[src/hw/rtl/tgc_pkg.sv]
package tgc_pkg;

    // Default geometry of the coordinate and timestamp fields
    localparam int TGC_COORD_BITS = 12;
    localparam int TGC_TIME_BITS  = 32;

    // Configuration register widths and reset values
    localparam int TGC_THR_BITS  = 12;
    localparam int TGC_HOLD_BITS = 16;
    localparam int TGC_CFG_BITS  = 16;
    localparam int TGC_ADDR_BITS = 1;

    localparam logic [TGC_THR_BITS-1:0]  TGC_THR_RESET  = 12'd20;
    localparam logic [TGC_HOLD_BITS-1:0] TGC_HOLD_RESET = 16'd1000;

    // Configuration register indexes
    localparam logic [TGC_ADDR_BITS-1:0] REG_MOVE_THRESHOLD = 1'd0;
    localparam logic [TGC_ADDR_BITS-1:0] REG_HOLD_TIME_MS   = 1'd1;

    // Event kinds
    localparam logic [1:0] EV_PRESS   = 2'd0;
    localparam logic [1:0] EV_HOLD    = 2'd1;
    localparam logic [1:0] EV_DRAG    = 2'd2;
    localparam logic [1:0] EV_RELEASE = 2'd3;

    // Entries between front and back
    localparam int TGC_QUEUE_DEPTH = 2;

    // Control part of one queued poll result
    typedef struct packed {
        logic       has_hold;
        logic [1:0] kind;
    } tgc_cmd_t;

    localparam int TGC_CMD_BITS = $bits(tgc_cmd_t);

endpackage

[src/hw/rtl/tgc_front.sv]
module tgc_front
    import tgc_pkg::*;
#(
    parameter int COORD_BITS = TGC_COORD_BITS,
    parameter int TIME_BITS  = TGC_TIME_BITS,
    localparam int POS_BITS  = COORD_BITS + 1
)
(
    input  logic                        clk,
    input  logic                        rst_n,
    // configuration writes
    input  logic                        cfg_we,
    input  logic [TGC_ADDR_BITS-1:0]    cfg_addr,
    input  logic [TGC_CFG_BITS-1:0]     cfg_wdata,
    // polls
    input  logic                        in_valid,
    output logic                        in_ready,
    input  logic                        touched,
    input  logic [COORD_BITS-1:0]       sample_x,
    input  logic [COORD_BITS-1:0]       sample_y,
    input  logic [TIME_BITS-1:0]        now_ms,
    // queue push side
    input  logic                        q_full,
    output logic                        push,
    output tgc_cmd_t                    push_cmd,
    output logic signed [POS_BITS-1:0]  push_pos_x,
    output logic signed [POS_BITS-1:0]  push_pos_y,
    output logic [COORD_BITS-1:0]       push_hold_x,
    output logic [COORD_BITS-1:0]       push_hold_y
);

    localparam int CMP_BITS = (COORD_BITS > TGC_THR_BITS) ? COORD_BITS : TGC_THR_BITS;

    logic [TGC_THR_BITS-1:0]  move_threshold_reg;
    logic [TGC_HOLD_BITS-1:0] hold_time_reg;

    logic                  in_contact_reg, in_contact_next;
    logic                  moved_or_held_reg, moved_or_held_next;
    logic [COORD_BITS-1:0] start_x_reg, start_x_next;
    logic [COORD_BITS-1:0] start_y_reg, start_y_next;
    logic [COORD_BITS-1:0] prev_x_reg, prev_x_next;
    logic [COORD_BITS-1:0] prev_y_reg, prev_y_next;
    logic [TIME_BITS-1:0]  start_time_reg, start_time_next;

    logic                  accept;
    logic [COORD_BITS-1:0] dist_x;
    logic [COORD_BITS-1:0] dist_y;
    logic                  moved_far;
    logic [TIME_BITS-1:0]  elapsed;
    logic                  hold_due;

    assign in_ready = !q_full;
    assign accept   = in_valid && in_ready;

    // Distance from the start point on each axis, and the strict threshold test
    assign dist_x = (sample_x > start_x_reg) ? sample_x - start_x_reg : start_x_reg - sample_x;
    assign dist_y = (sample_y > start_y_reg) ? sample_y - start_y_reg : start_y_reg - sample_y;
    assign moved_far = (CMP_BITS'(dist_x) > CMP_BITS'(move_threshold_reg))
                    || (CMP_BITS'(dist_y) > CMP_BITS'(move_threshold_reg));

    // Elapsed time with wrap, strict compare against the hold time
    assign elapsed  = now_ms - start_time_reg;
    assign hold_due = elapsed > TIME_BITS'(hold_time_reg);

    // Classify the poll and work out the next touch state
    always_comb
    begin
        in_contact_next    = in_contact_reg;
        moved_or_held_next = moved_or_held_reg;
        start_x_next       = start_x_reg;
        start_y_next       = start_y_reg;
        prev_x_next        = prev_x_reg;
        prev_y_next        = prev_y_reg;
        start_time_next    = start_time_reg;
        push               = 1'b0;
        push_cmd.has_hold  = 1'b0;
        push_cmd.kind      = EV_DRAG;
        push_pos_x         = POS_BITS'({1'b0, sample_x} - {1'b0, prev_x_reg});
        push_pos_y         = POS_BITS'({1'b0, sample_y} - {1'b0, prev_y_reg});
        push_hold_x        = start_x_reg;
        push_hold_y        = start_y_reg;
        if (accept)
        begin
            if (touched)
            begin
                push        = 1'b1;
                prev_x_next = sample_x;
                prev_y_next = sample_y;
                if (!in_contact_reg)
                begin
                    in_contact_next    = 1'b1;
                    moved_or_held_next = 1'b0;
                    start_x_next       = sample_x;
                    start_y_next       = sample_y;
                    start_time_next    = now_ms;
                    push_cmd.kind      = EV_PRESS;
                    push_pos_x         = {1'b0, sample_x};
                    push_pos_y         = {1'b0, sample_y};
                end
                else if (!moved_or_held_reg)
                begin
                    if (moved_far)
                    begin
                        moved_or_held_next = 1'b1;
                    end
                    else if (hold_due)
                    begin
                        moved_or_held_next = 1'b1;
                        push_cmd.has_hold  = 1'b1;
                    end
                end
            end
            else if (in_contact_reg)
            begin
                push            = 1'b1;
                in_contact_next = 1'b0;
                push_cmd.kind   = EV_RELEASE;
                push_pos_x      = {1'b0, prev_x_reg};
                push_pos_y      = {1'b0, prev_y_reg};
            end
        end
    end

    // Configuration registers
    always_ff @(posedge clk or negedge rst_n)
    begin
        if (!rst_n)
        begin
            move_threshold_reg <= TGC_THR_RESET;
            hold_time_reg      <= TGC_HOLD_RESET;
        end
        else if (cfg_we)
        begin
            unique case (cfg_addr)
                REG_MOVE_THRESHOLD: move_threshold_reg <= cfg_wdata[TGC_THR_BITS-1:0];
                REG_HOLD_TIME_MS:   hold_time_reg      <= cfg_wdata[TGC_HOLD_BITS-1:0];
                default:            ;
            endcase
        end
    end

    // Touch state
    always_ff @(posedge clk or negedge rst_n)
    begin
        if (!rst_n)
        begin
            in_contact_reg    <= 1'b0;
            moved_or_held_reg <= 1'b0;
            start_x_reg       <= '0;
            start_y_reg       <= '0;
            prev_x_reg        <= '0;
            prev_y_reg        <= '0;
            start_time_reg    <= '0;
        end
        else
        begin
            in_contact_reg    <= in_contact_next;
            moved_or_held_reg <= moved_or_held_next;
            start_x_reg       <= start_x_next;
            start_y_reg       <= start_y_next;
            prev_x_reg        <= prev_x_next;
            prev_y_reg        <= prev_y_next;
            start_time_reg    <= start_time_next;
        end
    end

    // A press only starts a contact, a hold only rides with a drag
    a_press_only_idle: assert property (@(posedge clk) disable iff (!rst_n)
        (push && push_cmd.kind == EV_PRESS) |-> !in_contact_reg)
        else $error("press issued during a contact");

    a_hold_with_drag: assert property (@(posedge clk) disable iff (!rst_n)
        (push && push_cmd.has_hold) |-> (push_cmd.kind == EV_DRAG && !moved_or_held_reg))
        else $error("hold issued outside an unmoved drag");

    a_release_ends: assert property (@(posedge clk) disable iff (!rst_n)
        (push && push_cmd.kind == EV_RELEASE) |=> !in_contact_reg)
        else $error("contact still open after release");

endmodule

[src/hw/rtl/tgc_queue.sv]
module tgc_queue
    import tgc_pkg::*;
#(
    parameter int DATA_W = 8,
    parameter int DEPTH  = TGC_QUEUE_DEPTH
)
(
    input  logic              clk,
    input  logic              rst_n,
    input  logic              push,
    input  logic [DATA_W-1:0] wdata,
    output logic              full,
    input  logic              pop,
    output logic              not_empty,
    output logic [DATA_W-1:0] rdata
);

    localparam int PTR_W = (DEPTH > 1) ? $clog2(DEPTH) : 1;
    localparam int CNT_W = $clog2(DEPTH + 1);

    logic [DATA_W-1:0] entries_reg [DEPTH];
    logic [PTR_W-1:0]  wr_ptr_reg, wr_ptr_next;
    logic [PTR_W-1:0]  rd_ptr_reg, rd_ptr_next;
    logic [CNT_W-1:0]  count_reg, count_next;
    logic              do_push;
    logic              do_pop;

    assign full      = (count_reg == CNT_W'(DEPTH));
    assign not_empty = (count_reg != '0);
    assign rdata     = entries_reg[rd_ptr_reg];
    assign do_push   = push && !full;
    assign do_pop    = pop && not_empty;

    // Advance pointers with wrap, track fill level
    always_comb
    begin
        wr_ptr_next = wr_ptr_reg;
        rd_ptr_next = rd_ptr_reg;
        count_next  = count_reg;
        if (do_push)
        begin
            wr_ptr_next = (wr_ptr_reg == PTR_W'(DEPTH - 1)) ? '0 : wr_ptr_reg + 1'b1;
        end
        if (do_pop)
        begin
            rd_ptr_next = (rd_ptr_reg == PTR_W'(DEPTH - 1)) ? '0 : rd_ptr_reg + 1'b1;
        end
        if (do_push && !do_pop)
        begin
            count_next = count_reg + 1'b1;
        end
        else if (do_pop && !do_push)
        begin
            count_next = count_reg - 1'b1;
        end
    end

    always_ff @(posedge clk or negedge rst_n)
    begin
        if (!rst_n)
        begin
            wr_ptr_reg <= '0;
            rd_ptr_reg <= '0;
            count_reg  <= '0;
        end
        else
        begin
            wr_ptr_reg <= wr_ptr_next;
            rd_ptr_reg <= rd_ptr_next;
            count_reg  <= count_next;
        end
    end

    // Storage, no reset
    always_ff @(posedge clk)
    begin
        if (do_push)
        begin
            entries_reg[wr_ptr_reg] <= wdata;
        end
    end

endmodule

[src/hw/rtl/tgc_back.sv]
module tgc_back
    import tgc_pkg::*;
#(
    parameter int COORD_BITS = TGC_COORD_BITS,
    localparam int POS_BITS  = COORD_BITS + 1
)
(
    input  logic                        clk,
    input  logic                        rst_n,
    // queue pop side
    input  logic                        q_not_empty,
    output logic                        pop,
    input  tgc_cmd_t                    head_cmd,
    input  logic signed [POS_BITS-1:0]  head_pos_x,
    input  logic signed [POS_BITS-1:0]  head_pos_y,
    input  logic [COORD_BITS-1:0]       head_hold_x,
    input  logic [COORD_BITS-1:0]       head_hold_y,
    // events
    output logic                        out_valid,
    input  logic                        out_ready,
    output logic [1:0]                  event_kind,
    output logic signed [POS_BITS-1:0]  pos_x,
    output logic signed [POS_BITS-1:0]  pos_y,
    output logic                        last_of_run
);

    logic                       out_valid_reg, out_valid_next;
    logic                       hold_sent_reg, hold_sent_next;
    logic [1:0]                 kind_reg, kind_next;
    logic signed [POS_BITS-1:0] pos_x_reg, pos_x_next;
    logic signed [POS_BITS-1:0] pos_y_reg, pos_y_next;
    logic                       last_reg, last_next;
    logic                       load;

    assign load = !out_valid_reg || out_ready;

    // Expand the queue head into one or two events; hold goes first
    always_comb
    begin
        out_valid_next = out_valid_reg;
        hold_sent_next = hold_sent_reg;
        kind_next      = kind_reg;
        pos_x_next     = pos_x_reg;
        pos_y_next     = pos_y_reg;
        last_next      = last_reg;
        pop            = 1'b0;
        if (load)
        begin
            out_valid_next = q_not_empty;
            if (q_not_empty)
            begin
                if (head_cmd.has_hold && !hold_sent_reg)
                begin
                    hold_sent_next = 1'b1;
                    kind_next      = EV_HOLD;
                    pos_x_next     = {1'b0, head_hold_x};
                    pos_y_next     = {1'b0, head_hold_y};
                    last_next      = 1'b0;
                end
                else
                begin
                    pop            = 1'b1;
                    hold_sent_next = 1'b0;
                    kind_next      = head_cmd.kind;
                    pos_x_next     = head_pos_x;
                    pos_y_next     = head_pos_y;
                    last_next      = 1'b1;
                end
            end
        end
    end

    always_ff @(posedge clk or negedge rst_n)
    begin
        if (!rst_n)
        begin
            out_valid_reg <= 1'b0;
            hold_sent_reg <= 1'b0;
        end
        else
        begin
            out_valid_reg <= out_valid_next;
            hold_sent_reg <= hold_sent_next;
        end
    end

    // Output payload, no reset
    always_ff @(posedge clk)
    begin
        kind_reg  <= kind_next;
        pos_x_reg <= pos_x_next;
        pos_y_reg <= pos_y_next;
        last_reg  <= last_next;
    end

    assign out_valid   = out_valid_reg;
    assign event_kind  = kind_reg;
    assign pos_x       = pos_x_reg;
    assign pos_y       = pos_y_reg;
    assign last_of_run = last_reg;

    // A hold is never last and is followed at once by its drag
    a_hold_not_last: assert property (@(posedge clk) disable iff (!rst_n)
        (out_valid_reg && kind_reg == EV_HOLD) |-> !last_reg)
        else $error("hold marked as last event of a poll");

    a_drag_after_hold: assert property (@(posedge clk) disable iff (!rst_n)
        (out_valid_reg && out_ready && kind_reg == EV_HOLD)
            |=> (out_valid_reg && kind_reg == EV_DRAG && last_reg))
        else $error("hold not followed by its drag");

endmodule

[src/hw/rtl/touch_gesture_classifier.sv]
// Channel   Direction  tdata (low bit up)                    tuser        tlast
// s_axis    in         sample_x, sample_y, now_ms, zero pad  touched      -
// m_axis    out        pos_x, pos_y, zero pad                event_kind   last_of_run
// cfg       in         cfg_wdata: register value             -            -
//
// A poll is classified in the cycle it transfers; its events pass through the
// queue, then the output register. A poll that causes hold plus drag yields two
// events, sent in turn by the single output register; others yield one or none.
// Reset clears the touch state and restores the threshold and hold time.
// A two-entry queue separates classification from output, so polls keep
// transferring while the output is stalled until the queue fills.
module touch_gesture_classifier
    import tgc_pkg::*;
#(
    parameter int COORD_BITS = TGC_COORD_BITS,
    parameter int TIME_BITS  = TGC_TIME_BITS,
    localparam int POS_BITS  = COORD_BITS + 1,
    localparam int IN_W      = ((2 * COORD_BITS + TIME_BITS + 7) / 8) * 8,
    localparam int OUT_W     = ((2 * POS_BITS + 7) / 8) * 8
)
(
    input  logic                      clk,
    input  logic                      rst_n,
    input  logic                      cfg_we,
    input  logic [TGC_ADDR_BITS-1:0]  cfg_addr,
    input  logic [TGC_CFG_BITS-1:0]   cfg_wdata,
    input  logic                      s_tvalid,
    output logic                      s_tready,
    input  logic [IN_W-1:0]           s_tdata,   // sample_x, sample_y, now_ms, pad
    input  logic                      s_tuser,   // touched
    output logic                      m_tvalid,
    input  logic                      m_tready,
    output logic [OUT_W-1:0]          m_tdata,   // pos_x, pos_y, pad
    output logic [1:0]                m_tuser,   // event_kind
    output logic                      m_tlast    // last_of_run
);

    localparam int Q_W = TGC_CMD_BITS + 2 * POS_BITS + 2 * COORD_BITS;

    logic                       push;
    tgc_cmd_t                   push_cmd;
    logic signed [POS_BITS-1:0] push_pos_x;
    logic signed [POS_BITS-1:0] push_pos_y;
    logic [COORD_BITS-1:0]      push_hold_x;
    logic [COORD_BITS-1:0]      push_hold_y;
    logic                       q_full;
    logic                       q_not_empty;
    logic                       pop;
    logic [Q_W-1:0]             q_wdata;
    logic [Q_W-1:0]             q_rdata;
    tgc_cmd_t                   head_cmd;
    logic signed [POS_BITS-1:0] head_pos_x;
    logic signed [POS_BITS-1:0] head_pos_y;
    logic [COORD_BITS-1:0]      head_hold_x;
    logic [COORD_BITS-1:0]      head_hold_y;
    logic signed [POS_BITS-1:0] out_pos_x;
    logic signed [POS_BITS-1:0] out_pos_y;

    tgc_front #(
        .COORD_BITS (COORD_BITS),
        .TIME_BITS  (TIME_BITS)
    ) u_front (
        .clk         (clk),
        .rst_n       (rst_n),
        .cfg_we      (cfg_we),
        .cfg_addr    (cfg_addr),
        .cfg_wdata   (cfg_wdata),
        .in_valid    (s_tvalid),
        .in_ready    (s_tready),
        .touched     (s_tuser),
        .sample_x    (s_tdata[COORD_BITS-1:0]),
        .sample_y    (s_tdata[2*COORD_BITS-1:COORD_BITS]),
        .now_ms      (s_tdata[2*COORD_BITS+TIME_BITS-1:2*COORD_BITS]),
        .q_full      (q_full),
        .push        (push),
        .push_cmd    (push_cmd),
        .push_pos_x  (push_pos_x),
        .push_pos_y  (push_pos_y),
        .push_hold_x (push_hold_x),
        .push_hold_y (push_hold_y)
    );

    assign q_wdata = {push_cmd, push_pos_x, push_pos_y, push_hold_x, push_hold_y};

    tgc_queue #(
        .DATA_W (Q_W),
        .DEPTH  (TGC_QUEUE_DEPTH)
    ) u_queue (
        .clk       (clk),
        .rst_n     (rst_n),
        .push      (push),
        .wdata     (q_wdata),
        .full      (q_full),
        .pop       (pop),
        .not_empty (q_not_empty),
        .rdata     (q_rdata)
    );

    assign {head_cmd, head_pos_x, head_pos_y, head_hold_x, head_hold_y} = q_rdata;

    tgc_back #(
        .COORD_BITS (COORD_BITS)
    ) u_back (
        .clk         (clk),
        .rst_n       (rst_n),
        .q_not_empty (q_not_empty),
        .pop         (pop),
        .head_cmd    (head_cmd),
        .head_pos_x  (head_pos_x),
        .head_pos_y  (head_pos_y),
        .head_hold_x (head_hold_x),
        .head_hold_y (head_hold_y),
        .out_valid   (m_tvalid),
        .out_ready   (m_tready),
        .event_kind  (m_tuser),
        .pos_x       (out_pos_x),
        .pos_y       (out_pos_y),
        .last_of_run (m_tlast)
    );

    // Pack positions, pad with zeros
    assign m_tdata = OUT_W'({out_pos_y, out_pos_x});

endmodule
[config.mk]
export PLATFORM = sky130hd
export DESIGN_NAME = touch_gesture_classifier
export DESIGN_NICKNAME = d
export VERILOG_FILES = /design/src/hw/rtl/tgc_pkg.sv /design/src/hw/rtl/tgc_front.sv /design/src/hw/rtl/tgc_queue.sv /design/src/hw/rtl/tgc_back.sv /design/src/hw/rtl/touch_gesture_classifier.sv
export SDC_FILE = /design/constraint.sdc
export NUM_CORES = 1
export LEC_CHECK = 0
export BUFFER_PORTS_ARGS = -buffer_cell sky130_fd_sc_hd__buf_2
export CORE_UTILIZATION = 55
export DETAILED_ROUTE_END_ITERATION = 6
export GPL_TIMING_DRIVEN = 1
export PLACE_DENSITY = 0.72
export SLEW_MARGIN = 20
export SYNTH_ARGS = -nofsm -noshare
export SYNTH_HDL_FRONTEND = slang
export SYNTH_HIERARCHICAL = 1
export SYNTH_SLANG_ARGS = --single-unit
export TNS_END_PERCENT = 50
[constraint.sdc]
create_clock -name clk -period 7.6 [get_ports clk]
set_input_delay 0.38 -clock clk [delete_from_list [all_inputs] [get_ports clk]]
set_output_delay 0.38 -clock clk [all_outputs]
set_load 0.005 [all_outputs]
==> impl_metrics.tcl, run 1 <==
set metrics [dict create \
    worst-slew-pin-transition_ps 1130 \
    grt_max_degree 64 \
    die_y_um 177 \
    ys_top_cells_by_count "nand2_1 (175), inv_1 (171), ha_1 (142), edfxtp_1 (135), o21ai_0 (131)" \
    ys_ff_latch 251 \
    synth-edff-count 135 \
    worstSetupStartpointType "register" \
    hold_path_depth 3 \
    fill_cells 2528 \
    dp_cells 2101 \
    syn2layout_area_growth_pct 9.56 \
    syn_inst 1660 \
    place.port_buffers 109 \
    worstHoldEndpoint "u_front/start_time_reg[28]" \
    arrival_ps 5240 \
    fp.dieW_um 177 \
    skew_ps 16.2 \
    hold_violations 0 \
    netlist-cell-type-count 90 \
    path_clk_slew_ps 60 \
    vias 12300 \
    setup_viol 0 \
    async_flop_share 0.462 \
    preCtsSetupSlack_ps 2520 \
    end_kind "register" \
    synth-seq-area-share 0.414 \
    post-route-period-util 0.641 \
    critPathKind "register to register" \
    setup_tns_ps 0 \
    r2r-start "u_front/push_hold_x[1]" \
    firstDrtPassIters 6 \
    rrSetupSlack_ps 2730 \
    globalplace.congestion 0.903 \
    required_ps 7970 \
    drv_slew 0 \
    io_pins 116 \
    wl_per_cell_um 17.4 \
    reg2regPathDepth 18 \
    maxCapViolCount 0 \
    nets 1970 \
    p_leak_uw 0.00824 \
    drive_above_1_share 0.172 \
    min_period_ps 4870 \
    dp_hpwl_um 28200 \
    netlist_top_cells_area "edfxtp_1 (24%), dfrtp_1 (16%), ha_1 (11%)" \
    grt_pass1_vias 12000 \
    seq_area_um2 6970 \
    wirelength_um 37600 \
    via_per_inst 5.70 \
    hp-start "s_tdata[52]" \
    status "finished clean" \
    syn_avg_cell_area_um2 10.1 \
    multi_input_area_um2 8780 \
    wl_met3_um 1790 \
    met1_length_um 17000 \
    relSlewSlack 0.241 \
    cts.sinks 251 \
    yosys_warnings 6 \
    grt_pass1_wl_um 61200 \
    fin_cells 2156 \
    dr.max_layer_used "met5" \
    grt-ovfl-total 0 \
    floorplan.initialDensity 0.563 \
    slowest_stage "a41oi_4" \
    largest_reg_flops 106 \
    netlist_area_um2 16800 \
    vdd_drop_max_mv 0.238 \
    yosys.area.top_type_share 0.241 \
    cts_max_level 1 \
    ant_nets 0 \
    row_count 63 \
    cts_tree "yes" \
    yosysMostFrequentCell "nand2_1" \
    fin_ws_ps 2730 \
    cpMostUsedCell "nor2b_1" \
    fp.dieArea_um2 31300 \
    route.met2.wl_um 17600 \
    route.detailed.drc 0 \
    first_iter_violations 797 \
    cts_root_buf "clkbuf_16" \
    grt_usage 0.245 \
    cts_buffers 28 \
    clkLatencyLatePin_ps 570 \
    crit_chain "inv_1, fa_1, a21oi_1, nor2b_1, o31a_1, o41ai_2, o21ai_1, a41oi_4, mux2_2, ha_1, nor2b_1, o21a_1, o21ai_0, nand2b_1, a211o_1, o221ai_1, nand2_1, a311oi_1" \
    ctsLongestPathBuffers 3 \
    reg2reg_to "u_queue/entries_reg[1][52]" \
    synth-main-ff-cell "edfxtp_1" \
    antenna_found_initial 3 \
    grt_setup_unrepaired "false" \
    synth.largest_area_cell "edfxtp_1" \
    powerDensity_nw_per_um2 453 \
    worst_path_largest_cell_delay_ps 610 \
    hold_path_class "input pin to register" \
    core-area_um2 29900 \
    fmax_mhz 205 \
    crit_fanout 17 \
]
-- routing by layer --
metal / up-vias / global-route usage
met2: 293 / 0.412
met5: - / 0
li1: 6049 / -
met1: 5884 / 0.334
met4: 2 / 0.0697
met3: 63 / 0.0268
-- per-stage QoR --
step	utilization	cell area, µm²	hold slack, ps	power [µW]
2_1_floorplan	-	16800	84.4	5960
3_3_place_gp	0.586	17500	465	6840
3_5_place_dp	0.586	17500	475	7010
4_1_cts	0.616	18400	21.0	8370
5_1_grt	0.617	18400	34.5	9010
6_report	0.617	18400	42.0	8340
-- power breakdown --
group	internal (µW)	switching [µW]
Sequential	2090	228
Clock	771	558
Combinational	2050	2640
-- timing repair --
| action | in CTS | in global routing |
|---|---|---|
| hold buffers | 1 | 0 |
| endpoints found under the hold margin | 47 | 0 |
| setup buffers | 0 | 0 |
| resized for setup | 0 | 0 |
-- final cells by class --
cell class                      instances  area share
Tap cell                              390      0.0265
Antenna cell                            2    0.000272
Sequential cell                       251       0.378
Clock inverter                         11     0.00706
Multi-Input combinational cell       1168       0.477
Inverter                              173      0.0353
Clock buffer                           41      0.0418
Timing Repair Buffer                  120      0.0344
-- cells by family after synthesis --
logic type	Yosys count	synth area share
AOI/OAI and AO/OA	410	0.155
xor gates and xnor gates	59	0.0307
adders and majority gates	149	0.114
buffers and inverters	246	0.0658
DFF	251	0.414
muxes	134	0.104
other	1	0.000223
and+or+nand+nor	410	0.116
-- cell usage in the layout (no fill, tap or decap), types with 11 or more instances in the layout --
| master | n |
|---|---|
| o21ai_0 | 131 |
| nand3_1 | 25 |
| nor2b_1 | 18 |
| nand4_1 | 23 |
| clkbuf_16 | 28 |
| buf_2 | 108 |
| xor2_1 | 19 |
| clkbuf_1 | 11 |
| a21o_1 | 32 |
| nor2_1 | 72 |
| nand2_1 | 175 |
| edfxtp_1 | 135 |
| mux2_2 | 31 |
| o21ai_1 | 13 |
| o211ai_1 | 13 |
| nand2b_1 | 28 |
| inv_1 | 170 |
| o221ai_1 | 17 |
| mux2i_1 | 29 |
| buf_4 | 11 |
| nor3_1 | 19 |
| a31oi_1 | 11 |
| mux2_4 | 73 |
| a21oi_1 | 103 |
| xnor2_1 | 40 |
| ha_1 | 142 |
| o21bai_1 | 11 |
| dfrtp_1 | 107 |
-- worst max-delay path by stage --
stage                                 from                    endpoint  slack (ps)  cells after the start
floorplan                       s_tdata[0]  u_queue/entries_reg[0][52]        3230                     21
global placement                s_tdata[0]  u_queue/entries_reg[0][52]        2590                     21
detailed placement              s_tdata[0]  u_queue/entries_reg[0][52]        2520                     21
CTS                 u_front/push_hold_x[1]  u_queue/entries_reg[1][52]        2690                     18
global route        u_front/push_hold_x[1]  u_queue/entries_reg[1][52]        2380                     18
finish              u_front/push_hold_x[1]  u_queue/entries_reg[1][52]        2730                     18
-- worst max-delay path: cells and delay by family, from the launching register on --
family | cells | cell delay (ps)
and+or+nand+nor | 4 | 380
AOI/OAI and AO/OA | 10 | 2620
buffers and inverters | 1 | 120
adders and majority gates | 2 | 720
muxes | 1 | 410
DFF | 1 | 430
Power figures use the tool's default switching activity.
==> run 2, diff against run 1 <==
- clock period: 7.6 -> 4.8 ns (I/O delays scaled with it)
==> run 2 against run 1 <==
Compared with the run above:
- sequential share of layout area decreased by 1.8 points
- count of clock-buffer cells in the layout increased by 3
- final cell count increased by 3.5%
- largest cell class unchanged
- register-to-register slack got worse by 2400 ps
==> impl_metrics.tcl, run 2 (synthesis results as in run 1) <==
set metrics [dict create \
    vdd_drop_max_mv 0.395 \
    wirelength_um 39100 \
    row_count 63 \
    skew_ps 12.2 \
    post-route-util 0.648 \
    io_pins 116 \
    first_iter_violations 779 \
    grt_setup_unrepaired "false" \
    route.detailed.drc 0 \
    grt_usage 0.253 \
    critPathKind "input pin to register" \
    core-area_um2 29900 \
    firstDrtPassIters 5 \
    fmax_mhz 222 \
    slowest_stage "dlygate4sd3_1" \
    worst_path_largest_cell_delay_ps 560 \
    hold_path_class "input pin to asynchronous set/reset pin" \
    antenna_found_initial 1 \
    cts_buffers 28 \
    min_period_ps 4490 \
    r2r-start "u_front/push_hold_y[0]" \
    grt_max_degree 109 \
    syn2layout_area_growth_pct 15.1 \
    status "finished clean" \
    power_frac_seq 0.270 \
    largest_reg_flops 106 \
    layout_common_cells "nand2_1 (175), inv_1 (170), ha_1 (142)" \
    p_comb_frac 0.560 \
    drv_slew 0 \
    fp.dieArea_um2 31300 \
    reg2regPathDepth 19 \
    floorplan.initialDensity 0.563 \
    fp.dieW_um 177 \
    cts.sinks 251 \
    rrSetupSlack_ps 310 \
    p_int_uw 8060 \
    power.net_switching_uw 5530 \
    maxCapViolCount 0 \
    holdWs_ps 20.3 \
    drive_above_1_share 0.177 \
    relSlewSlack 0.338 \
    clockPowerShare 0.170 \
    final_common_cell "nand2_1" \
    place.port_buffers 109 \
    globalplace.congestion 0.893 \
    dp_hpwl_um 28300 \
    reg2reg_to "u_queue/entries_reg[1][52]" \
    via_per_inst 5.69 \
    die_y_um 177 \
    finalPower_uw 13600 \
    arrival_ps 4870 \
    setup_tns_ps 0 \
    path_clk_slew_ps 60 \
    hold_violations 0 \
    vias 12700 \
    cts_tree "yes" \
    end_kind "register" \
    crit_chain "dlygate4sd3_1, buf_2, inv_1, ha_1, inv_1, fa_1, a21oi_1, nor2b_1, o31a_1, o41ai_4, o21ai_2, a41oi_4, mux2_2, ha_1, nor2b_1, o21a_1, o21ai_0, nand2b_1, a211o_1, o221ai_2, nand2_1, a311oi_2" \
    grt-ovfl-total 0 \
    grt_pass1_vias 12500 \
    p_leak_uw 0.00864 \
    switching_share 0.407 \
    nets 2047 \
    required_ps 5180 \
    worstSetupStartpointType "input pin" \
    ctsLongestPathBuffers 3 \
    powerDensity_nw_per_um2 702 \
    worst-slew-pin-transition_ps 993 \
    setup_viol 0 \
    cts_root_buf "clkbuf_16" \
    post-route-period-util 0.936 \
    ant_nets 0 \
    clkLatencyLatePin_ps 570 \
    cts_max_level 1 \
    grt_pass1_wl_um 63300 \
    wl_per_cell_um 17.5 \
    crit_fanout 4 \
    cts_setup_buffers 0 \
]
[run 2: repair_timing]
action	CTS	global route
setup endpoints to repair	0	3
hold endpoints to repair	131	0
hold buffers	72	0
resized for setup	0	9
[run 2: area by class of cell]
class	count	area [µm²]
fillers	2309	10500
multi-input cells	1168	8830
flip-flops and latches	251	6970
repair buffers	197	1400
clock buffers	44	903
inverters	173	649
well taps	390	488
clock inverters	8	115
diodes	1	2.50
[run 2: worst max-delay path by stage]
stage | slack (ps) | start | depth (start not counted) | endpoint
after CTS | 90 | u_front/push_hold_y[0] | 19 | u_queue/entries_reg[0][52]
after floorplan | 500 | u_front/push_hold_x[1] | 19 | u_queue/entries_reg[0][52]
final | 310 | s_tdata[0] | 22 | u_queue/entries_reg[1][52]
after detailed placement | 110 | s_tdata[12] | 21 | u_queue/entries_reg[1][52]
after global routing | 4 | s_tdata[0] | 24 | u_queue/entries_reg[0][52]
after global placement | 230 | s_tdata[24] | 19 | u_queue/entries_reg[1][52]
[run 2: critical path: cells and delay by family]
family / cells / cell delay (ps)
buffers and inverters: 4 / 860
AOI/OAI and AO/OA: 10 / 2190
muxes: 1 / 380
and+or+nand+nor: 4 / 390
adders and majority gates: 3 / 800
[run 2: power groups by stage]
stage / combinational [µW] / clock [µW] / sequential (µW)
floorplan: 5810 / 0 / 3620
global placement: 7190 / 0 / 3660
detailed placement: 7390 / 0 / 3710
CTS: 7500 / 2350 / 3670
global route: 8450 / 2430 / 3750
finish: 7620 / 2310 / 3670
[run 2: metrics by stage]
stage / setup slack, ps / std cells / area (µm²)
floorplan: 499 / 1665 / 16800
global placement: 229 / 2107 / 17600
detailed placement: 114 / 2107 / 17600
CTS: 90.9 / 2231 / 19300
global route: 4.07 / 2232 / 19300
finish: 305 / 2232 / 19300
[run 2: per-layer routing]
layer,GRT usage,up-vias,wire [µm]
li1,-,6190,-
met1,0.337,6044,17300
met2,0.422,384,18500
met3,0.0322,81,2010
met4,0.0930,0,1290
met5,0,-,0
==> run 3, diff against run 2 <==
- RECOVER_POWER: unset -> 100
==> run 3 against run 2 <==
Compared with the run above:
- the run now ends with capacitance limit, slew limit left
- core utilization fell by 0.56 points
- register-to-register slack barely moved
- worst setup slack got worse by 6.1 ps
- sequential share of layout area rose by 0.31 points
- critical endpoint unchanged
- largest cell class unchanged
==> impl_metrics.tcl, run 3 (synthesis results as in run 1) <==
set metrics [dict create \
    status "finished, violations left" \
    failed_checks "capacitance limit, slew limit" \
    hold_path_class "input pin to register" \
    cts.sinks 251 \
    wirelength_um 39200 \
    hold_violations 0 \
    worst-slew-pin-transition_ps 2270 \
    first_iter_violations 754 \
    clkLatencyLatePin_ps 570 \
    cts_max_level 1 \
    dp_hpwl_um 28300 \
    grt_pass1_vias 12500 \
    via_per_inst 5.70 \
    largest_reg_flops 106 \
    drive_above_1_share 0.148 \
    preCtsSetupSlack_ps 114 \
    cts_tree "yes" \
    drv_slew 442 \
    die_y_um 177 \
    met1_length_um 17400 \
    syn2layout_area_growth_pct 14.1 \
    skew_ps 11.1 \
    final_common_cell "nand2_1" \
    ant_nets 0 \
    grt_pass1_wl_um 63300 \
    cts_buffers 28 \
    floorplan.initialDensity 0.563 \
    fill_cells 2367 \
    relSlewSlack -0.516 \
    end_kind "register" \
    min_period_ps 4500 \
    dr.max_layer_used "met4" \
    vdd_drop_max_mv 0.395 \
    ctsLongestPathBuffers 3 \
    antenna_found_initial 1 \
    wl_met3_um 2110 \
    grt_setup_unrepaired "false" \
    layout_common_cells "nand2_1 (176), inv_1 (170), ha_1 (142)" \
    fmax_mhz 222 \
    row_count 63 \
    powerDensity_nw_per_um2 701 \
    core-area_um2 29900 \
    io_pins 116 \
    vias 12700 \
    worstSetupStartpointType "register" \
    path_clk_slew_ps 60 \
    post-route-period-util 0.938 \
    grt-ovfl-total 0 \
    crit_fanout 15 \
    wl_per_cell_um 17.6 \
    setup_tns_ps 0 \
    cts_root_buf "clkbuf_16" \
    nets 2047 \
    firstDrtPassIters 6 \
    required_ps 5180 \
    globalplace.congestion 0.893 \
    grt_max_degree 109 \
    p_leak_uw 0.00845 \
    setup_viol 0 \
    critPathKind "register to register" \
    grt_usage 0.253 \
    route.detailed.drc 0 \
    place.port_buffers 109 \
    maxCapViolCount 8 \
    arrival_ps 4880 \
    fp.dieW_um 177 \
    fp.dieArea_um2 31300 \
    route.met2.wl_um 18400 \
    fin_ws_ps 299 \
]
## run 3: timing repair
item | in CTS | in global routing
endpoints found under the setup margin | 0 | 3
buffers inserted | 0 | 0
hold endpoints to repair | 131 | 0
hold buffers | 72 | 0
resized for setup | 0 | 9
## run 3: layout make-up
class	instances	area, µm²	share of cell area
inverter	173	649	0.0339
clock inverter	8	115	0.00600
multi-input combinational	1168	8720	0.454
tap	390	488	0.0254
antenna	1	2.50	0.000130
sequential	251	6970	0.363
clock buffer	44	903	0.0471
timing repair buffer	197	1340	0.0699
## run 3: power by group
group / total [µW] / switching [µW] / internal (µW)
Combinational: 7470 / 4250 / 3220
Sequential: 3680 / 355 / 3320
Clock: 2310 / 908 / 1400
## run 3: path summary, 6_finish.rpt
path	from	end	slack, ps	cells past startpoint
max	u_front/push_hold_y[0]	u_queue/entries_reg[1][52]	300	19
min	s_tdata[1]	u_front/push_hold_x[1]	20	3
max reg2reg	u_front/push_hold_y[0]	u_queue/entries_reg[1][52]	300	19
min reg2reg	u_front/prev_y_reg[8]	u_front/prev_y_reg[8]	480	2
max in group asynchronous	rst_n	u_front/hold_time_reg[15]	2200	3
min in group asynchronous	rst_n	u_front/prev_x_reg[11]	110	2
## run 3: critical path: stages, from the launching register on
cell       delay (ps)
dfrtp_1           400
ha_1              210
inv_1              80
fa_1              200
a21o_1            150
nand4_1           140
nand4_1           120
a31oi_1           120
a21oi_4           440
mux2i_1           260
o21ai_1           150
a2111oi_0         480
and4b_1           250
ha_1              290
a21o_1            160
a21oi_1           170
o211ai_1          120
a21oi_1           190
nand2_1           100
a311oi_2          280
## run 3: routing by layer
metal | vias up | GRT usage
met3 | 82 | 0.0322
met4 | 0 | 0.0930
li1 | 6194 | -
met1 | 6044 | 0.337
met5 | - | 0
met2 | 393 | 0.422
## run 3: per-stage QoR
stage	total power (µW)	cells	utilization	area, µm²	hold WS, ps
after CTS	13500	2231	0.646	19300	0.484
after global placement	10900	2107	0.588	17600	61.0
final	13500	2232	0.642	19200	21.6
after floorplan	9440	1665	-	16800	-55.6
after detailed placement	11100	2107	0.588	17600	61.0
after global routing	14500	2232	0.642	19200	33.2
